<file path="src/sv/onb_pkg.sv">
// onb_pkg: shared types and constants for the octant neighbor burial block.
// Used by onb_front, onb_queue, onb_back and octant_neighbor_burial.
package onb_pkg;

    localparam int OCTANTS   = 8;
    localparam int OCT_W     = 3;
    localparam int COUNT_W   = 10;
    localparam int CUTOFF_W  = 16;
    localparam int LIM_W     = 2 * CUTOFF_W;
    localparam int CFG_ADDR_W = 2;

    localparam logic [COUNT_W-1:0]  COUNT_MAX    = 10'd1023;
    localparam logic [COUNT_W-1:0]  BURIED_MIN   = 10'd2;
    localparam logic [CUTOFF_W-1:0] CUTOFF_RESET = 16'd960;
    localparam logic [LIM_W-1:0]    LIM_RESET    = 32'd921600;

    // front-to-back queue
    localparam int Q_DEPTH = 4;
    localparam int Q_AW    = 2;
    localparam int Q_CW    = 3;

    typedef enum logic [CFG_ADDR_W-1:0] {
        REG_CENTER_X = 2'd0,
        REG_CENTER_Y = 2'd1,
        REG_CENTER_Z = 2'd2,
        REG_CUTOFF   = 2'd3
    } cfg_reg_t;

    // classified item handed from front to back
    typedef struct packed {
        logic             hit;
        logic [OCT_W-1:0] oct;
        logic             last;
    } class_t;

    typedef logic [COUNT_W-1:0] count_t;

endpackage

</file>
<file path="src/sv/onb_front.sv">
// onb_front: configuration registers and the two-stage classify pipeline
// (difference, square, distance compare). Depends on onb_pkg.
module onb_front #(
    parameter int COORD_WIDTH = 17,
    parameter int CFG_W       = 17
) (
    input  logic                              aclk,
    input  logic                              aresetn,
    input  logic                              cfg_wr_en,
    input  logic [onb_pkg::CFG_ADDR_W-1:0]    cfg_addr,
    input  logic [CFG_W-1:0]                  cfg_wr_data,
    input  logic                              s_valid,
    output logic                              s_ready,
    input  logic signed [COORD_WIDTH-1:0]     s_nbr_x,
    input  logic signed [COORD_WIDTH-1:0]     s_nbr_y,
    input  logic signed [COORD_WIDTH-1:0]     s_nbr_z,
    input  logic                              s_is_self,
    input  logic                              s_last,
    output logic                              push,
    output onb_pkg::class_t                   push_data,
    input  logic                              q_full
);

    localparam int D     = COORD_WIDTH + 1;
    localparam int SQ_W  = 2 * D;
    localparam int SUM_W = (SQ_W + 2 > onb_pkg::LIM_W) ? SQ_W + 2 : onb_pkg::LIM_W;

    logic signed [COORD_WIDTH-1:0]      center_x_reg, center_y_reg, center_z_reg;
    logic [onb_pkg::CUTOFF_W-1:0]       cutoff_reg;
    logic [onb_pkg::LIM_W-1:0]          lim_reg;

    logic                               en;
    logic                               s1_valid_reg, s2_valid_reg;
    logic signed [D-1:0]                s1_dx_reg, s1_dy_reg, s1_dz_reg;
    logic [onb_pkg::OCT_W-1:0]          s1_oct_reg, s2_oct_reg;
    logic                               s1_self_reg, s2_self_reg;
    logic                               s1_last_reg, s2_last_reg;
    logic [SQ_W-1:0]                    s2_sqx_reg, s2_sqy_reg, s2_sqz_reg;

    logic signed [D-1:0]                dx, dy, dz;
    logic signed [SQ_W-1:0]             px, py, pz;
    logic [SUM_W-1:0]                   d2;
    logic [onb_pkg::LIM_W-1:0]          lim_next;

    always_ff @(posedge aclk) begin
        if (!aresetn) begin
            center_x_reg <= '0;
            center_y_reg <= '0;
            center_z_reg <= '0;
            cutoff_reg   <= onb_pkg::CUTOFF_RESET;
        end else if (cfg_wr_en) begin
            case (cfg_addr)
                onb_pkg::REG_CENTER_X: center_x_reg <= cfg_wr_data[COORD_WIDTH-1:0];
                onb_pkg::REG_CENTER_Y: center_y_reg <= cfg_wr_data[COORD_WIDTH-1:0];
                onb_pkg::REG_CENTER_Z: center_z_reg <= cfg_wr_data[COORD_WIDTH-1:0];
                onb_pkg::REG_CUTOFF:   cutoff_reg   <= cfg_wr_data[onb_pkg::CUTOFF_W-1:0];
                default: ;
            endcase
        end
    end

    // squared limit is registered and follows the cutoff register in the cycle after
    assign lim_next = onb_pkg::LIM_W'(cutoff_reg) * onb_pkg::LIM_W'(cutoff_reg);

    always_ff @(posedge aclk) begin
        if (!aresetn) begin
            lim_reg <= onb_pkg::LIM_RESET;
        end else begin
            lim_reg <= lim_next;
        end
    end

    // hold the whole pipeline while the last stage cannot enter the queue
    assign en      = !(s2_valid_reg && q_full);
    assign s_ready = en;

    assign dx = D'(s_nbr_x) - D'(center_x_reg);
    assign dy = D'(s_nbr_y) - D'(center_y_reg);
    assign dz = D'(s_nbr_z) - D'(center_z_reg);

    assign px = s1_dx_reg * s1_dx_reg;
    assign py = s1_dy_reg * s1_dy_reg;
    assign pz = s1_dz_reg * s1_dz_reg;

    always_ff @(posedge aclk) begin
        if (!aresetn) begin
            s1_valid_reg <= 1'b0;
            s2_valid_reg <= 1'b0;
        end else if (en) begin
            s1_valid_reg <= s_valid;
            s2_valid_reg <= s1_valid_reg;
        end
    end

    always_ff @(posedge aclk) begin
        if (en) begin
            s1_dx_reg   <= dx;
            s1_dy_reg   <= dy;
            s1_dz_reg   <= dz;
            // zero difference goes to the negative side
            s1_oct_reg  <= {(!dz[D-1] && (dz != '0)),
                            (!dy[D-1] && (dy != '0)),
                            (!dx[D-1] && (dx != '0))};
            s1_self_reg <= s_is_self;
            s1_last_reg <= s_last;
            s2_sqx_reg  <= px;
            s2_sqy_reg  <= py;
            s2_sqz_reg  <= pz;
            s2_oct_reg  <= s1_oct_reg;
            s2_self_reg <= s1_self_reg;
            s2_last_reg <= s1_last_reg;
        end
    end

    assign d2 = SUM_W'(s2_sqx_reg) + SUM_W'(s2_sqy_reg) + SUM_W'(s2_sqz_reg);

    assign push           = s2_valid_reg && !q_full;
    assign push_data.hit  = !s2_self_reg && (d2 < SUM_W'(lim_reg));
    assign push_data.oct  = s2_oct_reg;
    assign push_data.last = s2_last_reg;

endmodule

</file>
<file path="src/sv/onb_queue.sv">
// onb_queue: short FIFO of classified items between front and back.
// Depends on onb_pkg.
module onb_queue (
    input  logic            aclk,
    input  logic            aresetn,
    input  logic            push,
    input  onb_pkg::class_t push_data,
    output logic            full,
    input  logic            pop,
    output logic            head_valid,
    output onb_pkg::class_t head
);

    onb_pkg::class_t            mem [onb_pkg::Q_DEPTH];
    logic [onb_pkg::Q_AW-1:0]   wr_ptr_reg, rd_ptr_reg;
    logic [onb_pkg::Q_CW-1:0]   count_reg, count_next;

    assign full       = (count_reg == onb_pkg::Q_CW'(onb_pkg::Q_DEPTH));
    assign head_valid = (count_reg != '0);
    assign head       = mem[rd_ptr_reg];

    always_comb begin
        count_next = count_reg;
        if (push && !pop) begin
            count_next = count_reg + 1'b1;
        end else if (pop && !push) begin
            count_next = count_reg - 1'b1;
        end
    end

    always_ff @(posedge aclk) begin
        if (!aresetn) begin
            wr_ptr_reg <= '0;
            rd_ptr_reg <= '0;
            count_reg  <= '0;
        end else begin
            if (push) begin
                wr_ptr_reg <= wr_ptr_reg + 1'b1;
            end
            if (pop) begin
                rd_ptr_reg <= rd_ptr_reg + 1'b1;
            end
            count_reg <= count_next;
        end
    end

    always_ff @(posedge aclk) begin
        if (push) begin
            mem[wr_ptr_reg] <= push_data;
        end
    end

    a_no_overflow: assert property (@(posedge aclk) disable iff (!aresetn)
        push |-> !full) else $error("push into full queue");
    a_no_underflow: assert property (@(posedge aclk) disable iff (!aresetn)
        pop |-> head_valid) else $error("pop from empty queue");
    a_count_bound: assert property (@(posedge aclk) disable iff (!aresetn)
        count_reg <= onb_pkg::Q_CW'(onb_pkg::Q_DEPTH)) else $error("queue count out of range");

endmodule

</file>
<file path="src/sv/onb_back.sv">
// onb_back: octant counters and the result register.
// Depends on onb_pkg.
module onb_back (
    input  logic            aclk,
    input  logic            aresetn,
    input  logic            head_valid,
    input  onb_pkg::class_t head,
    output logic            pop,
    output logic            m_valid,
    input  logic            m_ready,
    output onb_pkg::count_t m_count [onb_pkg::OCTANTS],
    output logic            m_buried
);

    onb_pkg::count_t cnt_reg  [onb_pkg::OCTANTS];
    onb_pkg::count_t cnt_inc  [onb_pkg::OCTANTS];
    onb_pkg::count_t out_reg  [onb_pkg::OCTANTS];
    logic            out_valid_reg;
    logic            buried_reg;
    logic            buried_next;
    logic            emit;

    // a last item waits only while an untaken result sits in the output register
    assign pop  = head_valid && (!head.last || !out_valid_reg || m_ready);
    assign emit = pop && head.last;

    always_comb begin
        buried_next = 1'b1;
        for (int i = 0; i < onb_pkg::OCTANTS; i++) begin
            cnt_inc[i] = cnt_reg[i];
            if (pop && head.hit && (head.oct == onb_pkg::OCT_W'(i))
                && (cnt_reg[i] != onb_pkg::COUNT_MAX)) begin
                cnt_inc[i] = cnt_reg[i] + 1'b1;
            end
            if (cnt_inc[i] < onb_pkg::BURIED_MIN) begin
                buried_next = 1'b0;
            end
        end
    end

    always_ff @(posedge aclk) begin
        if (!aresetn) begin
            for (int i = 0; i < onb_pkg::OCTANTS; i++) begin
                cnt_reg[i] <= '0;
            end
            out_valid_reg <= 1'b0;
        end else begin
            for (int i = 0; i < onb_pkg::OCTANTS; i++) begin
                cnt_reg[i] <= emit ? '0 : cnt_inc[i];
            end
            if (emit) begin
                out_valid_reg <= 1'b1;
            end else if (m_ready) begin
                out_valid_reg <= 1'b0;
            end
        end
    end

    always_ff @(posedge aclk) begin
        if (emit) begin
            for (int i = 0; i < onb_pkg::OCTANTS; i++) begin
                out_reg[i] <= cnt_inc[i];
            end
            buried_reg <= buried_next;
        end
    end

    assign m_valid  = out_valid_reg;
    assign m_count  = out_reg;
    assign m_buried = buried_reg;

    a_clear_after_emit: assert property (@(posedge aclk) disable iff (!aresetn)
        emit |=> (cnt_reg[0] == '0) && (cnt_reg[3] == '0) && (cnt_reg[7] == '0))
        else $error("counters not cleared after result");
    a_emit_sets_valid: assert property (@(posedge aclk) disable iff (!aresetn)
        emit |=> m_valid) else $error("result not presented");
    a_no_overwrite: assert property (@(posedge aclk) disable iff (!aresetn)
        (m_valid && !m_ready) |-> !emit) else $error("untaken result overwritten");

endmodule

</file>
<file path="src/sv/octant_neighbor_burial.sv">
// Throughput: one item per cycle; the input stalls only when the 4-entry queue
// fills because a result waits on m_ready.
// Reset (synchronous, aresetn low): pipeline, queue and counters empty,
// center (0,0,0), cutoff 960.
// Top level: onb_front -> onb_queue -> onb_back. Depends on onb_pkg.
module octant_neighbor_burial #(
    parameter int COORD_WIDTH = 17
) (
    input  logic                                 aclk,
    input  logic                                 aresetn,
    input  logic                                 cfg_wr_en,
    input  logic [onb_pkg::CFG_ADDR_W-1:0]       cfg_addr,
    input  logic [((COORD_WIDTH > 16) ? COORD_WIDTH : 16)-1:0] cfg_wr_data,
    input  logic                                 s_valid,
    output logic                                 s_ready,
    input  logic signed [COORD_WIDTH-1:0]        s_nbr_x,
    input  logic signed [COORD_WIDTH-1:0]        s_nbr_y,
    input  logic signed [COORD_WIDTH-1:0]        s_nbr_z,
    input  logic                                 s_is_self,
    input  logic                                 s_last,
    output logic                                 m_valid,
    input  logic                                 m_ready,
    output logic [onb_pkg::COUNT_W-1:0]          m_count_oct0,
    output logic [onb_pkg::COUNT_W-1:0]          m_count_oct1,
    output logic [onb_pkg::COUNT_W-1:0]          m_count_oct2,
    output logic [onb_pkg::COUNT_W-1:0]          m_count_oct3,
    output logic [onb_pkg::COUNT_W-1:0]          m_count_oct4,
    output logic [onb_pkg::COUNT_W-1:0]          m_count_oct5,
    output logic [onb_pkg::COUNT_W-1:0]          m_count_oct6,
    output logic [onb_pkg::COUNT_W-1:0]          m_count_oct7,
    output logic                                 m_buried
);

    localparam int CFG_W = (COORD_WIDTH > 16) ? COORD_WIDTH : 16;

    logic            push, q_full, pop, head_valid;
    onb_pkg::class_t push_data, head;
    onb_pkg::count_t counts [onb_pkg::OCTANTS];

    onb_front #(
        .COORD_WIDTH (COORD_WIDTH),
        .CFG_W       (CFG_W)
    ) u_front (
        .aclk        (aclk),
        .aresetn     (aresetn),
        .cfg_wr_en   (cfg_wr_en),
        .cfg_addr    (cfg_addr),
        .cfg_wr_data (cfg_wr_data),
        .s_valid     (s_valid),
        .s_ready     (s_ready),
        .s_nbr_x     (s_nbr_x),
        .s_nbr_y     (s_nbr_y),
        .s_nbr_z     (s_nbr_z),
        .s_is_self   (s_is_self),
        .s_last      (s_last),
        .push        (push),
        .push_data   (push_data),
        .q_full      (q_full)
    );

    onb_queue u_queue (
        .aclk       (aclk),
        .aresetn    (aresetn),
        .push       (push),
        .push_data  (push_data),
        .full       (q_full),
        .pop        (pop),
        .head_valid (head_valid),
        .head       (head)
    );

    onb_back u_back (
        .aclk       (aclk),
        .aresetn    (aresetn),
        .head_valid (head_valid),
        .head       (head),
        .pop        (pop),
        .m_valid    (m_valid),
        .m_ready    (m_ready),
        .m_count    (counts),
        .m_buried   (m_buried)
    );

    assign m_count_oct0 = counts[0];
    assign m_count_oct1 = counts[1];
    assign m_count_oct2 = counts[2];
    assign m_count_oct3 = counts[3];
    assign m_count_oct4 = counts[4];
    assign m_count_oct5 = counts[5];
    assign m_count_oct6 = counts[6];
    assign m_count_oct7 = counts[7];

endmodule

</file>
<file path="config.mk">
export PLATFORM = sky130hd
export DESIGN_NAME = octant_neighbor_burial
export DESIGN_NICKNAME = d
export VERILOG_FILES = /design/src/sv/onb_pkg.sv /design/src/sv/onb_front.sv /design/src/sv/onb_queue.sv /design/src/sv/onb_back.sv /design/src/sv/octant_neighbor_burial.sv
export SDC_FILE = /design/constraint.sdc
export NUM_CORES = 2
export LEC_CHECK = 0
export ABC_AREA = 1
export BUFFER_PORTS_ARGS = -buffer_cell sky130_fd_sc_hd__buf_2
export CAP_MARGIN = 25
export CORE_ASPECT_RATIO = 1.1
export CORE_UTILIZATION = 58
export DETAILED_ROUTE_END_ITERATION = 7
export MAX_ROUTING_LAYER = met4
export PLACE_DENSITY = 0.75
export SETUP_SLACK_MARGIN = 0.4
export SKIP_LAST_GASP = 1
export SYNTH_ARGS = -nofsm -noshare
export SYNTH_HDL_FRONTEND = slang
export SYNTH_SLANG_ARGS = --single-unit
</file>
<file path="constraint.sdc">
create_clock -name aclk -period 6.5 [get_ports aclk]
set_input_delay 1.95 -clock aclk [delete_from_list [all_inputs] [get_ports aclk]]
set_output_delay 1.95 -clock aclk [all_outputs]
set_load 0.005 [all_outputs]
</file>
# Word-level counts from Yosys, hierarchy flattened
# Memory sizes are Yosys's and may differ from the RTL's. A register that Yosys moved wholly into a read port is not among the register bits.
# Index checks and enable logic that the tools add are counted.
# op_classes
n_addsub	17
mul	4
order_cmp	9
n_eq_ne	19
muxes	35
bitwise_logic	8
n_reduce_logical	52
# op_table
op	n
$mux W10	24
$mul A18 B18 Y36	3
$add A10 B1 Y10 const B	8
$lt A10 B2 Y1 const B	8
$ne A10 B10 Y1 const B	8
$reduce_bool A18 Y1	3
$sub A17 B17 Y18	3
$add A38 B36 Y38	1
$lt A38 B32 Y1	1
$add A36 B36 Y37	1
$mul A16 B16 Y32	1
$logic_and A1 B1 Y1	27
$eq A3 B3 Y1 const B	5
$logic_not A1 Y1	10
$or A1 B1 Y1	8
$reduce_and A2 Y1	4
$mux W1	7
$reduce_or A7 Y1	1
$eq A3 B2 Y1 const B	2
$mux W3	2
$add A2 B1 Y2 const B	2
$eq A2 B2 Y1 const B	2
$mux W2	2
$reduce_bool A2 Y1	2
other kinds (8)	9
# word_totals
regBits	362
ramBits	100
output_inout_bits	83
n_memories	2
# mem_list
memory	words	word_bits	read_ports	rd_ports_with_merged_regs	wr	line_no	source
u_back.cnt_reg	8	10	8	0	8	onb_back.sv:15	onb_pkg::count_t cnt_reg [onb_pkg::OCTANTS];
u_queue.mem	4	5	1	1	1	onb_queue.sv:14	onb_pkg::class_t mem [onb_pkg::Q_DEPTH];

# Longest topological paths before layout
# logic_depth
ltp_word	10
depth_mapped	33

# Modules after synthesis
# From an unflattened synthesis, not the netlist that was laid out.
# unflattened
cells_unflattened	7935
hier_area_um2	65808.1
# modules_own_cells
module	n_inst	cells_each	area_per_inst_um2	seq_area_each_um2
onb_front	1	6859	56782.0	7076.8
onb_back	1	967	7836.3	4053.9
onb_queue	1	109	1189.9	780.7

# Least setup slack after synthesis
# Ideal clock, no wire load.
# synth_path
path_kind	reg-to-reg
start	reg u_queue.count_reg[1] in the netlist's numbering
end	reg u_front.s1_dx_reg[0] (enable)
setup_ns	2.187
t_arrival_ns	5.075
path_slack_ns	-0.762
path_stages_with_launch	3
n_path_buf	0
cell_sequence	dfxtp_1 -> inv_1 -> nand4_1
# synth_via
elab_chain_cells	2
# synth_rtl
item	line_no	source
start, declared	onb_queue.sv:16	logic [onb_pkg::Q_CW-1:0] count_reg, count_next;
start signal, assigned	onb_queue.sv:43	count_reg <= count_next;
$eq A3 B3 Y1	onb_queue.sv:18	assign full = (count_reg == onb_pkg::Q_CW'(onb_pkg::Q_DEPTH));
$logic_and A1 B1 Y1	onb_front.sv:74	assign en = !(s2_valid_reg && q_full);
end signal, assigned	onb_front.sv:97	s1_dx_reg <= dx;
end, declared	onb_front.sv:34	logic signed [D-1:0] s1_dx_reg, s1_dy_reg, s1_dz_reg;
# No other way between the ends.
# A chain may end at the register's enable or synchronous reset.

# Final worst setup path
# layout_path
start	reg u_front.s1_dy_reg[12]
end	reg u_front.s2_sqy_reg[27], data pin
# layout_via
elab_chain_cells	1
# layout_rtl
item	line_no	source
start, declared	onb_front.sv:34	
start signal, assigned	onb_front.sv:98	s1_dy_reg <= dy;
$mul A18 B18 Y36	onb_front.sv:82	assign py = s1_dy_reg * s1_dy_reg;
named net u_front.py[27]	onb_front.sv:41	logic signed [SQ_W-1:0] px, py, pz;
end signal, assigned	onb_front.sv:107	s2_sqy_reg <= py;
end, declared	onb_front.sv:38	logic [SQ_W-1:0] s2_sqx_reg, s2_sqy_reg, s2_sqz_reg;
# The timed path passes the listed nets, and every way through them passes these cells.

==> reports/results.ini <==
[place]
post-dp-hpwl_um=135000
gp_congestion=0.982
portBuffers=159
place_area_mm2=0.0683

[layout]
nets=9735
mostFrequentLayoutCells=2195 x inv_1, 1362 x nand2_1, 1051 x fa_1
final_common_cell=inv_1
area_growth_pct=9.24
drive_gt1_share_pct=8.17
final_util_pct=64.2
nFillCells=9459
stdcell_area_mm2=0.0714

[outcome]
status=finished, final reports clean

[synth]
synth_flop_cell=edfxtp_1
netlist_area_mm2=0.0653
synth-seq-cells=460
syn-instance-count=7770
synth_area_per_cell_um2=8.41
yosysWarnings=0
synth-edff-count=270
ys_types=60
ys_seq_area_share_pct=18.2
async_flop_share_pct=0
syn-num-nets=9481

[timing]
clock.fmax_mhz=169
setup_viol=0
fin_skew_ns=0.0606
hold_viol=0
hold_slack_ns=0.382
rsz0062_at_grt=true
period_needed_ns=5.93
max_slew_margin_pct=32.6
worstMarginPinSlew_ns=1.01
drv_slew=0
fin_crit_sh_pct=91.3

[floorplan]
start_util_pct=58.8
num_rows=128
io_pins=160
die_h_um=354
die_area_mm2=0.114
die_x_um=322
core-area_mm2=0.111

[clock_tree]
cts_made_buffers=54
cts_hold_buf=0
root_buffer=clkbuf_16
h-tree-depth=2
cts_tree=yes
clkTransAtPathRegs_ns=0.07
numClockSinks=460
insertion_delay_ns=0.68
cts_buffer_depth=3

[grt]
grt_pass1_wl_um=265000
track_usage_pct=30.4
overflow=0
grt_pass1_vias=52648
grt_max_degree=93
antenna_found_initial=5

[routing]
dr.max_layer_used=met4
wl_met2_um=81800
first_pass_iters=8
via_per_inst=5.23
drt-total-wl_um=163000
wl_met3_um=8350
vias=50000
wl_per_cell_um=17.0
drc=0
dr.first_iter.drc_count=3435
drtAntennaViolNets=0
met1Wirelength_um=65300

[worst_setup_path]
worst-path-buf-inv=3
arrival_ns=6.30
cp-start-kind=register
path_cells=nand2_1, fa_1, inv_1, fa_1, inv_1, fa_1, inv_1, fa_1, fa_1, fa_1, ha_2, nand2_2, nor2_1, nand4_1, o21ai_1, a21oi_2, o21bai_1, xor2_1
crit_top_cell=fa_1
critPathCaptureType=register
critPathKind=reg -> reg
reg2reg_slack_ns=0.57
cp_slowest_stage_delay_ns=0.61
cp_top_family=adder cells
cp_max_fo=7
crit_required_ns=6.87
slowest_stage=fa_1

[min_path]
hold_path.class=reg -> reg

[run]
drv_cap=0

path summary, 6_finish.rpt:
kind                               from                      to  cells after the start
setup / recovery  u_front.s1_dy_reg[12]  u_front.s2_sqy_reg[27]                     18
hold / removal     u_front.s1_valid_reg    u_front.s2_valid_reg                      2
setup reg to reg  u_front.s1_dy_reg[12]  u_front.s2_sqy_reg[27]                     18
hold reg to reg    u_front.s1_valid_reg    u_front.s2_valid_reg                      2
stage by stage:
step                      TNS (ns)  setup WS [ns]  std cells
after floorplan            -125.19         -0.734       7770
after global placement           0          0.299       9371
after detailed placement         0          0.156       9371
after CTS                        0          0.326       9515
after global routing             0          0.327       9564
final                            0          0.566       9565
cells in the mapped netlist (all sizes together) (2+ instances only):
cell / number / area (µm²)
a211oi: 4 / 30.0
a21boi: 13 / 97.6
a21o: 33 / 248
a21oi: 393 / 1970
a221oi: 2 / 17.5
a31oi: 25 / 156
and2: 4 / 25.0
and3: 4 / 25.0
buf: 32 / 178
clkbuf: 152 / 571
clkinv: 2 / 7.51
dfxtp: 190 / 3800
edfxtp: 270 / 8110
fa: 1065 / 21300
ha: 569 / 7120
inv: 2220 / 8340
nand2: 1380 / 5230
nand3: 197 / 1030
nand3b: 12 / 93.8
nand4: 45 / 297
nor2: 436 / 1690
nor3: 60 / 300
nor3b: 2 / 15.0
nor4: 12 / 75.1
o211ai: 5 / 37.5
o21a: 12 / 90.1
o21ai: 260 / 1320
o21bai: 22 / 165
o221ai: 2 / 17.5
o31ai: 7 / 52.6
or2: 32 / 200
xnor2: 110 / 963
xor2: 188 / 1650
layout make-up:
class	count	area, µm²	share of cell area [%]
Clock buffer	60	1410	1.98
Multi-Input combinational cell	4904	44700	62.6
Sequential cell	460	11900	16.7
Antenna cell	2	5.00	0.00701
Tap cell	1495	1870	2.62
Inverter	2222	8350	11.7
Clock inverter	40	510	0.715
Timing Repair Buffer	382	2630	3.69
kinds of logic after synthesis:
group / count (synthesis) / synth area share [%]
buf+inv: 2406 / 13.9
simple gates: 2185 / 13.8
fa+ha+maj: 1634 / 43.5
compound gates: 787 / 6.57
flops: 460 / 18.2
xor+xnor: 298 / 4.00
routing by layer:
layer	track usage, %	vias up
li1	-	23693
met2	52.2	1405
met5	-	-
met4	11.5	0
met3	3.05	387
met1	37.1	24515
worst register-to-register path, stage by stage (launching register included):
cell and delay [ns]:
edfxtp_1 0.57, nand2_1 0.16, fa_1 0.61, inv_1 0.08, fa_1 0.54, inv_1 0.07, fa_1 0.52, inv_1 0.06
fa_1 0.60, fa_1 0.45, fa_1 0.46, ha_2 0.40, nand2_2 0.12, nor2_1 0.17, nand4_1 0.09, o21ai_1 0.30
a21oi_2 0.13, o21bai_1 0.20, xor2_1 0.10
repair_timing:
| item | 4_1_cts | 5_1_grt |
|---|---|---|
| gates resized for setup | 9 | 120 |
| setup buffers | 44 | 47 |
| gates cloned | 0 | 0 |
| pin swaps | 1 | 12 |
| setup endpoints to repair | 25 | 48 |
Power is left out: the tool's default activity adds up to more than one toggle a clock period on the data nets, which glitch-free logic cannot reach.
